==> config.mk <==
export PLATFORM = sky130hd
export DESIGN_NAME = tlma_ctrl
export DESIGN_NICKNAME = d
export VERILOG_FILES = /design/src/tlma_pkg.sv /design/src/tlma_ctrl.sv
export SDC_FILE = /design/constraint.sdc
export NUM_CORES = 1
export LEC_CHECK = 0
export ABC_AREA = 1
export BUFFER_PORTS_ARGS = -buffer_cell sky130_fd_sc_hd__buf_2
export CAP_MARGIN = 20
export CORE_ASPECT_RATIO = 1.4
export CORE_MARGIN = 3
export CORE_UTILIZATION = 30
export CTS_CLUSTER_DIAMETER = 60
export DETAILED_ROUTE_END_ITERATION = 12
export SETUP_SLACK_MARGIN = 0.2
export SYNTH_ARGS = -nofsm -noshare
export SYNTH_HDL_FRONTEND = slang
export SYNTH_SLANG_ARGS = --single-unit
==> constraint.sdc <==
create_clock -name i_clk -period 3.5 [get_ports i_clk]
set_input_delay 0 -clock i_clk [delete_from_list [all_inputs] [get_ports i_clk]]
set_output_delay 0 -clock i_clk [all_outputs]
set_load 0.02 [all_outputs]
==> src/tlma_pkg.sv <==
// package: shared codes, command/status structs and saturation helpers
`timescale 1ns / 1ps
`default_nettype none
package tlma_pkg;

    typedef enum logic [1:0] {
        KIND_GLYPH   = 2'd0,
        KIND_NEWLINE = 2'd1,
        KIND_TAB     = 2'd2,
        KIND_MISSING = 2'd3
    } t_char_kind;

    typedef enum logic [1:0] {
        ALIGN_LEFT   = 2'd0,
        ALIGN_RIGHT  = 2'd1,
        ALIGN_CENTER = 2'd2,
        ALIGN_UNDEF  = 2'd3
    } t_align;

    typedef enum logic [1:0] {
        CFG_ALIGN_MODE    = 2'd0,
        CFG_TEXT_SIZE     = 2'd1,
        CFG_WIDTH_FACTOR  = 2'd2,
        CFG_HEIGHT_FACTOR = 2'd3
    } t_cfg_index;

    localparam logic RES_LINE = 1'b0;
    localparam logic RES_BOX  = 1'b1;

    localparam int CFG_W     = 26;
    localparam int DIV_STEPS = 32;
    localparam int DIV_CNT_W = $clog2(DIV_STEPS + 1);

    typedef enum logic [4:0] {
        S_IDLE, S_DISPATCH,
        S_M0, S_M1, S_M2, S_M3, S_M4, S_M5, S_M6, S_M7,
        S_UPD_A, S_UPD_B,
        S_TAB, S_DIV, S_TAB_MUL, S_TAB_CAP,
        S_DONE, S_LINE, S_BOX_PREP, S_BOX
    } t_state;

    typedef enum logic [3:0] {
        MUL_NONE, MUL_OX, MUL_OY, MUL_ADV, MUL_WX, MUL_WT, MUL_HY, MUL_HT, MUL_TAB
    } t_mul_sel;

    typedef enum logic [2:0] {
        CAP_NONE, CAP_OX, CAP_OY, CAP_ADV, CAP_T, CAP_W, CAP_H, CAP_TAB
    } t_cap_sel;

    typedef struct packed {
        logic     in_ready;
        t_mul_sel mul_sel;
        t_cap_sel cap_sel;
        logic     upd_a;
        logic     upd_b;
        logic     zero_pen;
        logic     div_init;
        logic     div_step;
        logic     load_line;
        logic     box_prep;
        logic     load_box;
    } t_cmd;

    typedef struct packed {
        t_char_kind kind;
        logic       last;
        logic       step_zero;
        logic       out_busy;
    } t_status;

    localparam logic signed [63:0] SAT_MAX = 64'sd2147483647;
    localparam logic signed [63:0] SAT_MIN = -64'sd2147483648;

    function automatic logic signed [31:0] sat32(input logic signed [63:0] v);
        logic signed [31:0] r;
        if (v > SAT_MAX) r = 32'sh7FFF_FFFF;
        else if (v < SAT_MIN) r = 32'sh8000_0000;
        else r = v[31:0];
        return r;
    endfunction

    // shift of a line or box of the given (non-negative) width
    function automatic logic signed [31:0] align_shift(input logic [1:0] mode,
                                                       input logic signed [33:0] width);
        logic signed [31:0] r;
        case (mode)
            ALIGN_RIGHT:  r = sat32(-64'(width));
            ALIGN_CENTER: r = sat32(-64'(width >>> 1));
            default:      r = 32'sd0;
        endcase
        return r;
    endfunction

endpackage
`default_nettype wire

==> src/tlma_ctrl.sv <==
// controller: sequences multiplies, tab division and result loads
`timescale 1ns / 1ps
`default_nettype none
module tlma_ctrl (
    input  wire              i_clk,
    input  wire              i_rst_n,
    input  wire              i_accept,
    input  tlma_pkg::t_status i_status,
    output tlma_pkg::t_cmd   o_cmd
);

    tlma_pkg::t_state r_state, n_state;
    logic [tlma_pkg::DIV_CNT_W-1:0] r_cnt, n_cnt;

    always_ff @(posedge i_clk) begin
        if (!i_rst_n) begin
            r_state <= tlma_pkg::S_IDLE;
            r_cnt   <= '0;
        end else begin
            r_state <= n_state;
            r_cnt   <= n_cnt;
        end
    end

    always_comb begin
        n_state = r_state;
        n_cnt   = r_cnt;
        o_cmd   = '0;
        unique case (r_state)
            tlma_pkg::S_IDLE: begin
                o_cmd.in_ready = 1'b1;
                if (i_accept) n_state = tlma_pkg::S_DISPATCH;
            end
            tlma_pkg::S_DISPATCH: begin
                unique case (i_status.kind)
                    tlma_pkg::KIND_GLYPH: n_state = tlma_pkg::S_M0;
                    tlma_pkg::KIND_TAB:   n_state = tlma_pkg::S_TAB;
                    default:              n_state = tlma_pkg::S_DONE;
                endcase
            end
            // glyph: one multiply issued per cycle, captured the next
            tlma_pkg::S_M0: begin
                o_cmd.mul_sel = tlma_pkg::MUL_OX;
                n_state = tlma_pkg::S_M1;
            end
            tlma_pkg::S_M1: begin
                o_cmd.cap_sel = tlma_pkg::CAP_OX;
                o_cmd.mul_sel = tlma_pkg::MUL_WX;
                n_state = tlma_pkg::S_M2;
            end
            tlma_pkg::S_M2: begin
                o_cmd.cap_sel = tlma_pkg::CAP_T;
                o_cmd.mul_sel = tlma_pkg::MUL_OY;
                n_state = tlma_pkg::S_M3;
            end
            tlma_pkg::S_M3: begin
                o_cmd.cap_sel = tlma_pkg::CAP_OY;
                o_cmd.mul_sel = tlma_pkg::MUL_WT;
                n_state = tlma_pkg::S_M4;
            end
            tlma_pkg::S_M4: begin
                o_cmd.cap_sel = tlma_pkg::CAP_W;
                o_cmd.mul_sel = tlma_pkg::MUL_HY;
                n_state = tlma_pkg::S_M5;
            end
            tlma_pkg::S_M5: begin
                o_cmd.cap_sel = tlma_pkg::CAP_T;
                o_cmd.mul_sel = tlma_pkg::MUL_ADV;
                n_state = tlma_pkg::S_M6;
            end
            tlma_pkg::S_M6: begin
                o_cmd.cap_sel = tlma_pkg::CAP_ADV;
                o_cmd.mul_sel = tlma_pkg::MUL_HT;
                n_state = tlma_pkg::S_M7;
            end
            tlma_pkg::S_M7: begin
                o_cmd.cap_sel = tlma_pkg::CAP_H;
                n_state = tlma_pkg::S_UPD_A;
            end
            tlma_pkg::S_UPD_A: begin
                o_cmd.upd_a = 1'b1;
                n_state = tlma_pkg::S_UPD_B;
            end
            tlma_pkg::S_UPD_B: begin
                o_cmd.upd_b = 1'b1;
                n_state = tlma_pkg::S_DONE;
            end
            tlma_pkg::S_TAB: begin
                if (i_status.step_zero) begin
                    o_cmd.zero_pen = 1'b1;
                    n_state = tlma_pkg::S_DONE;
                end else begin
                    o_cmd.div_init = 1'b1;
                    n_cnt   = tlma_pkg::DIV_CNT_W'(tlma_pkg::DIV_STEPS);
                    n_state = tlma_pkg::S_DIV;
                end
            end
            tlma_pkg::S_DIV: begin
                o_cmd.div_step = 1'b1;
                n_cnt = r_cnt - 1'b1;
                if (r_cnt == tlma_pkg::DIV_CNT_W'(1)) n_state = tlma_pkg::S_TAB_MUL;
            end
            tlma_pkg::S_TAB_MUL: begin
                o_cmd.mul_sel = tlma_pkg::MUL_TAB;
                n_state = tlma_pkg::S_TAB_CAP;
            end
            tlma_pkg::S_TAB_CAP: begin
                o_cmd.cap_sel = tlma_pkg::CAP_TAB;
                n_state = tlma_pkg::S_DONE;
            end
            tlma_pkg::S_DONE: begin
                if ((i_status.kind == tlma_pkg::KIND_GLYPH && i_status.last) ||
                    i_status.kind == tlma_pkg::KIND_NEWLINE)
                    n_state = tlma_pkg::S_LINE;
                else if (i_status.last)
                    n_state = tlma_pkg::S_BOX_PREP;
                else
                    n_state = tlma_pkg::S_IDLE;
            end
            tlma_pkg::S_LINE: begin
                if (!i_status.out_busy) begin
                    o_cmd.load_line = 1'b1;
                    n_state = i_status.last ? tlma_pkg::S_BOX_PREP : tlma_pkg::S_IDLE;
                end
            end
            tlma_pkg::S_BOX_PREP: begin
                o_cmd.box_prep = 1'b1;
                n_state = tlma_pkg::S_BOX;
            end
            tlma_pkg::S_BOX: begin
                if (!i_status.out_busy) begin
                    o_cmd.load_box = 1'b1;
                    n_state = tlma_pkg::S_IDLE;
                end
            end
            default: n_state = tlma_pkg::S_IDLE;
        endcase
    end

    property p_cnt_only_in_div;
        @(posedge i_clk) disable iff (!i_rst_n)
        (r_cnt != '0) |-> (r_state == tlma_pkg::S_DIV);
    endproperty
    a_cnt_only_in_div: assert property (p_cnt_only_in_div)
        else $error("division counter running outside division");

    property p_accept_leaves_idle;
        @(posedge i_clk) disable iff (!i_rst_n)
        i_accept |=> (r_state == tlma_pkg::S_DISPATCH);
    endproperty
    a_accept_leaves_idle: assert property (p_accept_leaves_idle)
        else $error("accepted word not dispatched");

    property p_box_then_idle;
        @(posedge i_clk) disable iff (!i_rst_n)
        (r_state == tlma_pkg::S_BOX && !i_status.out_busy) |=> (r_state == tlma_pkg::S_IDLE);
    endproperty
    a_box_then_idle: assert property (p_box_then_idle)
        else $error("box load did not end the word");

endmodule
`default_nettype wire

### After elaboration in Yosys (flattened, before gate mapping)

Cells that the tools add are included.

| word-level totals | value |
|---|---|
| bits in latches | 0 |
| bits in read-only memories | 0 |
| RAM bits | 0 |
| register bits after elaboration | 11 |
| word-level logic and storage cells | 63 |
| output and inout bits | 16 |
| bits of input ports | 8 |
| memories | 0 |

| operators by class | value |
|---|---|
| $add $sub $neg | 1 |
| bitwise logic cells | 0 |
| multipliers | 0 |
| multiplexer cells | 24 |
| magnitude comparators | 0 |
| shift-type cells | 0 |
| reductions and logical operators | 9 |
| div/mod/pow operators | 0 |
| equal/unequal tests | 27 |

Operators with widths:

| cell | number |
|---|---|
| $pmux W5 S19 | 1 |
| $eq A5 B4 Y1 const B | 8 |
| $mux W5 | 7 |
| $pmux W4 S8 | 1 |
| $pmux W3 S7 | 1 |
| $eq A5 B3 Y1 const B | 4 |
| $eq A5 B5 Y1 const B | 4 |
| $pmux W6 S2 | 1 |
| $eq A5 B2 Y1 const B | 2 |
| $mux W1 | 10 |
| $ne A2 B2 Y1 const B | 5 |
| $pmux W5 S2 | 1 |
| $eq A6 B1 Y1 const B | 1 |
| $mux W6 | 1 |
| $sub A6 B1 Y6 const B | 1 |
| $eq A5 B1 Y1 const B | 1 |
| $logic_not A5 Y1 | 1 |
| $reduce_and A4 Y1 | 1 |
| $reduce_or A2 Y1 | 2 |
| $eq A2 B1 Y1 const B | 1 |
| $eq A2 B2 Y1 const B | 1 |
| $logic_not A2 Y1 | 1 |
| $mux W2 | 1 |
| $reduce_and A2 Y1 | 1 |
| 3 further kinds | 3 |

### Longest topological paths before layout

Gate-level depths: netlist of the first run.

| depth | value |
|---|---|
| depth in word-level cells | 5 |
| mapped depth | 9 |
| gate-level depth less buffers | 9 |

### Worst setup path before layout of the first run

OpenSTA, ideal clock, no wires.

| path | value |
|---|---|
| kind | flip-flop to flip-flop |
| start | reg r_state[0] |
| end | reg r_state[4] |
| period minus slack after synthesis | 1.363 ns |
| setup time | 0.070 ns |
| path slack | 2.137 ns |
| required time | 3.430 ns |
| arrival | 1.294 ns |
| buffers on the path | 0 |
| stages on the path, launching flop included | 8 |
| cell sequence | dfxtp_1 -> nor2_4 -> inv_1 -> nor3_2 -> nor2_1 -> nand3b_1 -> nand2_1 -> a21oi_1 |

| between the ends | value |
|---|---|
| cells in the longest elaborated chain, start to end | 3 |
| elaborated cells between the ends (all ways) | 27 |
| classes of those cells | eq/ne: 23; mux: 1; reduce/logical: 3 |

RTL lines:

| element | line | source |
|---|---|---|
| from (decl) | tlma_ctrl.sv:12 | `tlma_pkg::t_state r_state, n_state;` |
| from (signal assigned) | tlma_ctrl.sv:17 | `r_state <= tlma_pkg::S_IDLE;` |
| from (signal assigned) | tlma_ctrl.sv:20 | `r_state <= n_state;` |
| $eq A5 B4 Y1 (tied with other cells) | tlma_ctrl.sv:29 | `unique case (r_state)` |
| $reduce_or A2 Y1 (no line) or $ne A2 B2 Y1 (tied branches) | - |  |
| $pmux W5 S19 or $reduce_and A4 Y1 (tied branches) | - |  |

Parallel ways exist; a longest one is shown, timed or not.
A chain may end at the register's enable or synchronous reset.

==> run summary, run 1 <==
Skew-Pair Late Insertion Delay -> 240 ps
Ys Warns -> 0
Layout cells sized above 1 -> 21.6%
Status -> complete, no violations
Most used cell, CP -> nand2_1
Distinct cells, synth -> 24
Vias post-DR -> 1,108
CP startpoint kind -> register
First-pass GRT wire length -> 4.54 mm
VDD IR max -> 0.239 mV
Buf/Inv on CP -> 4
Cells after Synth -> 167
Worst Path Required -> 3500 ps
Crit path max fanout -> 6
Pleak -> 0.669 nW
Yosys top cell area share -> 23.0%
Delay-heaviest family, CP -> flip-flops
Psw -> 0.277 mW
FF+latch area -> 220 µm²
FP Rows -> 23
Die X -> 53.8 µm
CTS Root Cell -> clkbuf_8
Grt ovf -> 0
Fill cell count -> 329
H-tree levels -> 1
Nets -> 205
Fin Clk Skew -> 1.96 ps
Worst-path clk slew -> 50 ps
Slew HR -> 78.4%
Switch share -> 47.1%
Setup tns final -> 0 ps
Io pins -> 24
Crit-path cells -> inv_1 -> nand2_1 -> inv_2 -> nand2_1 -> nand2_1 -> inv_1 -> nand3_1 -> buf_2
Register area share after synthesis -> 23.0%
Max-slew violation count -> 0
Clk sinks -> 11
Setup crit end kind -> primary output
All-Layer GR Usage -> 15.9%
Sequential power share -> 28.2%
Die Footprint -> 0.00392 mm²
Final ANT Viol Nets -> 0
GPL Wtd Cong -> 0.926
Largest area contributor in the netlist -> dfxtp_1
Hold Path Class -> input pin to register
Post-DP HPWL -> 2.30 mm
Internal power -> 0.311 mW
Multi-input logic area -> 629 µm²
CTS buffer count -> 3
Worst path arrival time -> 1600 ps
Initial antenna violation count -> 0
Via density per instance -> 4.80
DRC violations left -> 0
Syn Nets -> 177
Power share of the combinational group -> 50.4%
CTS tree -> built
Core area -> 0.00296 mm²
Mapped Area -> 958 µm²
Final Hold Fails -> 0
WL per Instance -> 11.8 µm
Tot Pwr -> 0.589 mW
Starting density of the core -> 32.3%
First DRT Iteration DRCs -> 46
Min Clock Period, post-route -> 1600 ps
Setup Fix Bufs, Post-CTS -> 0
Clock power frac -> 21.4%
Crit path kind -> register to primary output
DRT Pass-1 Iters -> 4
Area grow syn2layout -> 21.5%
Maximum clock rate -> 625 MHz
Vias in the first global route -> 1,014
Synthesis-stage register bit count -> 11
Least-Margin Pin Slew -> 324 ps
Final period util -> 45.7%
PortBufs -> 23
Crit-path max cell delay -> 500 ps
Syn Area/Cell -> 5.74 µm²
Total of max-cap violations -> 0
Routed wire length -> 2.74 mm
Largest cells by area after synthesis -> dfxtp_1 (23%), nand2_1 (18%), nor2_1 (11%)
Ant diodes -> 0
Cell Pwr Density -> 505 mW/mm²
Resized cells post-CTS -> 0
Chip height -> 72.9 µm
RSZ-0062 raised after global routing -> no
Setup-failing EPs final -> 0
Crit path max-delay cell type -> dfxtp_1
Bufs on Longest Clock Path -> 2
CTS Hold Bufs -> 0
Largest net degree at the start of global routing -> 9
Yosys cell counts, drive strengths merged:
cell type  number
a41oi           1
nand2          48
a21oi          11
nand3b          2
inv            29
xor2            1
nand3          13
dfxtp          11
or2             2
o21ai           6
nand4           4
nor3            6
ha              2
nor2           31
power groups by stage:
stage / Clock [mW] / Sequential (mW) / Combinational (mW)
6_report: 0.126 / 0.166 / 0.297
2_1_floorplan: 0 / 0.164 / 0.218
3_3_place_gp: 0 / 0.168 / 0.303
5_1_grt: 0.138 / 0.169 / 0.334
4_1_cts: 0.131 / 0.166 / 0.300
3_5_place_dp: 0 / 0.168 / 0.298
per-stage QoR:
stage | utilization [%] | hold WS [ps] | std cells | worst slack (ps) | instance area [µm²]
global route | 39.3 | 61.4 | 231 | 1730 | 1160
detailed placement | 37.8 | 292 | 227 | 2090 | 1120
floorplan | - | 88.7 | 167 | 2140 | 958
CTS | 39.3 | 38.5 | 231 | 1900 | 1160
finish | 39.3 | 41.1 | 231 | 1900 | 1160
global placement | 37.8 | 285 | 227 | 2070 | 1120
placed cells by master, fill, tap and decap left out:
master,n
clkbuf_8,3
nor3_2,1
o21ai_2,1
nand3_1,11
nor2_1,27
inv_1,24
xor2_1,1
nor2_4,2
dfxtp_1,11
or2_1,1
nand3_4,1
a21oi_1,10
inv_2,5
buf_2,23
nand2_1,47
or2_2,1
nor2_2,2
nor3_1,5
a21oi_2,1
nand3b_1,2
nand3_2,1
nand4_1,4
o21ai_0,5
clkbuf_1,1
nand2_4,1
a41oi_1,1
ha_1,2
registers in the layout, summed over array words and instances, names as in the netlist:
name and count:
r_state 5, r_cnt 6
cells by family after synthesis:
kind of cell,synth area share [%]
fa+ha+maj,2.61
compound gates,10.6
xor+xnor,0.914
simple gates,51.6
buf+inv,11.4
flops,23.0
layout make-up:
class                           instances  share of cell area, %
Clock buffer                            4                   3.87
Inverter                               29                   9.34
Multi-Input combinational cell        127                   54.0
Sequential cell                        11                   18.9
Tap cell                               37                   3.97
Timing Repair Buffer                   23                   9.88
path summary, 6_finish.rpt:
kind	from	end	slack, ps	cells past startpoint
worst min register to register	r_cnt[0]$_SDFFE_PN0P_	r_cnt[0]$_SDFFE_PN0P_	480	1
worst max register to register	r_state[0]$_SDFFE_PN0P_	r_state[0]$_SDFFE_PN0P_	2080	9
worst min-delay path	i_rst_n	r_cnt[0]$_SDFFE_PN0P_	40	3
worst max-delay path	r_state[0]$_SDFFE_PN0P_	o_cmd[12]	1900	8
layer usage:
metal  routed length (µm)  share of wire (%)  vias to the layer above  GRT usage, %
met5                    0                  0                        -             0
met3                  113                4.1                        7          3.27
li1                     -                  -                      580             -
met2                 1460                 53                       29          27.8
met1                 1100                 40                      492          17.4
met4                   64                2.3                        0          8.24
worst register-to-register path, delay by kind of cell (launching register included):
kind                   cells  cell delay (ps)
flip-flops                 1              500
AO/OA/AOI/OAI              1               50
buffers and inverters      2              150
AND/OR/NAND/NOR            6              590
Note: power is estimated with default switching activity, not from simulation.
==> run 2, diff against run 1 <==
clock period = 1.4 ns   (was 3.5 ns; I/O delays follow)
==> run summary, run 2 (same netlist as run 1, synthesis figures left out) <==
Status -> finished, violations left (was complete, no violations)
Failing checks -> negative setup slack
Cell Pwr Density -> 1260 mW/mm² (was 505 mW/mm²)
CTS Root Cell -> clkbuf_8 (unchanged)
Setup tns final -> -4.69 ps (was 0 ps)
Critical path origin -> r_state[3]$_SDFFE_PN0P_ (was r_state[0]$_SDFFE_PN0P_)
Ant diodes -> 0 (unchanged)
WL per Instance -> 14.6 µm (was 11.8 µm)
Initial antenna violation count -> 0 (unchanged)
First-pass GRT wire length -> 5.41 mm (was 4.54 mm)
Worst hold slack -> 23.7 ps (was 41.1 ps)
DRC violations left -> 0 (unchanged)
Die X -> 53.8 µm (unchanged)
Worst-path clk slew -> 50 ps (about the same)
Starting density of the core -> 32.3% (unchanged)
CTS buffer count -> 3 (unchanged)
Final ANT Viol Nets -> 0 (unchanged)
Crit path kind -> register to primary output (unchanged)
Fill cell count -> 252 (was 329)
Tot Pwr -> 2.29 mW (was 0.589 mW)
Vias in the first global route -> 1,265 (was 1,014)
Setup slack after layout -> -2.92 ps (was 1900 ps)
Setup-failing EPs final -> 2 (was 0)
All-Layer GR Usage -> 18.8% (was 15.9%)
Layout cells sized above 1 -> 59.9% (was 21.6%)
Hold Path Class -> input pin to register (unchanged)
Largest net degree at the start of global routing -> 9 (unchanged)
Largest Register -> r_cnt (unchanged)
Crit path max fanout -> 4 (was 6)
Grt ovf -> 0 (unchanged)
Least-Margin Pin Slew -> 338 ps (was 324 ps)
Number of flip-flops in the largest register -> 6 (unchanged)
Fin Clk Skew -> 4.07 ps (was 1.96 ps)
Most common cell after layout, fill and taps aside -> nand2_1 (unchanged)
VDD IR max -> 0.720 mV (was 0.239 mV)
Vias post-DR -> 1,291 (was 1,108)
Biggest regs -> r_cnt (6), r_state (5) (unchanged)
Io pins -> 24 (unchanged)
H-tree levels -> 1 (unchanged)
CTS tree -> built (unchanged)
Die Footprint -> 0.00392 mm² (unchanged)
Final period util -> 100%
First DRT Iteration DRCs -> 38 (was 46)
FP Rows -> 23 (unchanged)
Final Hold Fails -> 0 (unchanged)
Bufs on Longest Clock Path -> 2 (unchanged)
Slew HR -> 77.5% (was 78.4%)
Commonest cells after routing, fill and taps aside -> nand2_1 (25), buf_6 (23), nor2_1 (16) (was nand2_1 (47), nor2_1 (27), inv_1 (24))
DP Worst Slack -> 42.3 ps (was 2090 ps)
Post-DP HPWL -> 2.31 mm (was 2.30 mm)
PortBufs -> 23 (unchanged)
Worst path arrival time -> 1400 ps (was 1600 ps)
Core area -> 0.00296 mm² (unchanged)
RSZ-0062 raised after global routing -> yes (was no)
Max-slew violation count -> 0 (unchanged)
Min Clock Period, post-route -> 1400 ps
Pleak -> 0.887 nW (was 0.669 nW)
Total of max-cap violations -> 0 (unchanged)
Clk sinks -> 11 (unchanged)
Worst Path Required -> 1400 ps (was 3500 ps)
Min-delay src -> i_rst_n (unchanged)
Crit Reg-Reg Startpoint -> r_state[3]$_SDFFE_PN0P_ (was r_state[0]$_SDFFE_PN0P_)
GPL Wtd Cong -> 0.881 (was 0.926)
Nets -> 228 (was 205)
Maximum clock rate -> 713 MHz
Routed wire length -> 3.71 mm (was 2.74 mm)
DRT Pass-1 Iters -> 4 (unchanged)
CP startpoint kind -> register (unchanged)
Skew-Pair Late Insertion Delay -> 250 ps (was 240 ps)
Chip height -> 72.9 µm (unchanged)
Area grow syn2layout -> 89.0% (was 21.5%)
Setup crit end kind -> primary output (unchanged)
Via density per instance -> 5.08 (was 4.80)
[run 2: cell types whose count changed in the layout (fill, tap and decap cells not counted), moves of 13 or more]
cell     change
inv_1       -14
buf_6       +23
nand2_2     +13
nand2_1     -22
buf_4       +15
buf_2       -16
[run 2: final cells by class]
| class | count | area, µm² | share of cell area (%) |
|---|---|---|---|
| flip-flops and latches | 11 | 239 | 13.2 |
| well taps | 37 | 46.3 | 2.56 |
| inverters | 29 | 136 | 7.53 |
| multi-input cells | 127 | 918 | 50.7 |
| repair buffers | 46 | 427 | 23.5 |
| clock buffers | 4 | 45.0 | 2.49 |
[run 2: path summary, 6_finish.rpt]
kind	endpoint	slack (ps)	cells after the start
worst min register to register	r_cnt[0]$_SDFFE_PN0P_	480	1
worst max-delay path	o_cmd[9]	-3	7
worst min-delay path	r_state[3]$_SDFFE_PN0P_	20	3
worst max register to register	r_cnt[1]$_SDFFE_PN0P_	-3	6
[run 2: power by group]
part | internal [mW] | switching [mW] | total, mW | leakage, nW
clock | 0.201 | 0.131 | 0.332 | 0.0228
sequential | 0.367 | 0.107 | 0.474 | 0.0928
combinational | 0.644 | 0.837 | 1.48 | 0.772
[run 2: per-stage QoR]
stage                     area (µm²)  cells  util (%)
after detailed placement        1190    234      40.3
after floorplan                  980    167         -
after CTS                       1550    247      52.3
after global routing            1810    254      61.1
final                           1810    254      61.1
after global placement          1190    234      40.3
[run 2: metal layers]
metal,GRT usage [%],routed length (µm),vias to the layer above
met5,0,0,-
met4,15.9,244,0
met3,2.86,134,20
met2,31.0,2010,35
met1,20.0,1310,600
li1,-,-,636
[run 2: repair_timing]
| action | in CTS | in global routing |
|---|---|---|
| gates resized for setup | 77 | 62 |
| hold buffers | 0 | 0 |
| pin swaps | 18 | 27 |
| setup endpoints to repair | 24 | 27 |
| setup buffers | 9 | 7 |
[run 2: worst max-delay path, stage by stage, from the launching register on]
cell	delay, ps
dfxtp_4	410
buf_6	120
nand3_4	140
buf_4	180
nor2_4	90
nor2_1	60
nand2_2	60
buf_6	110
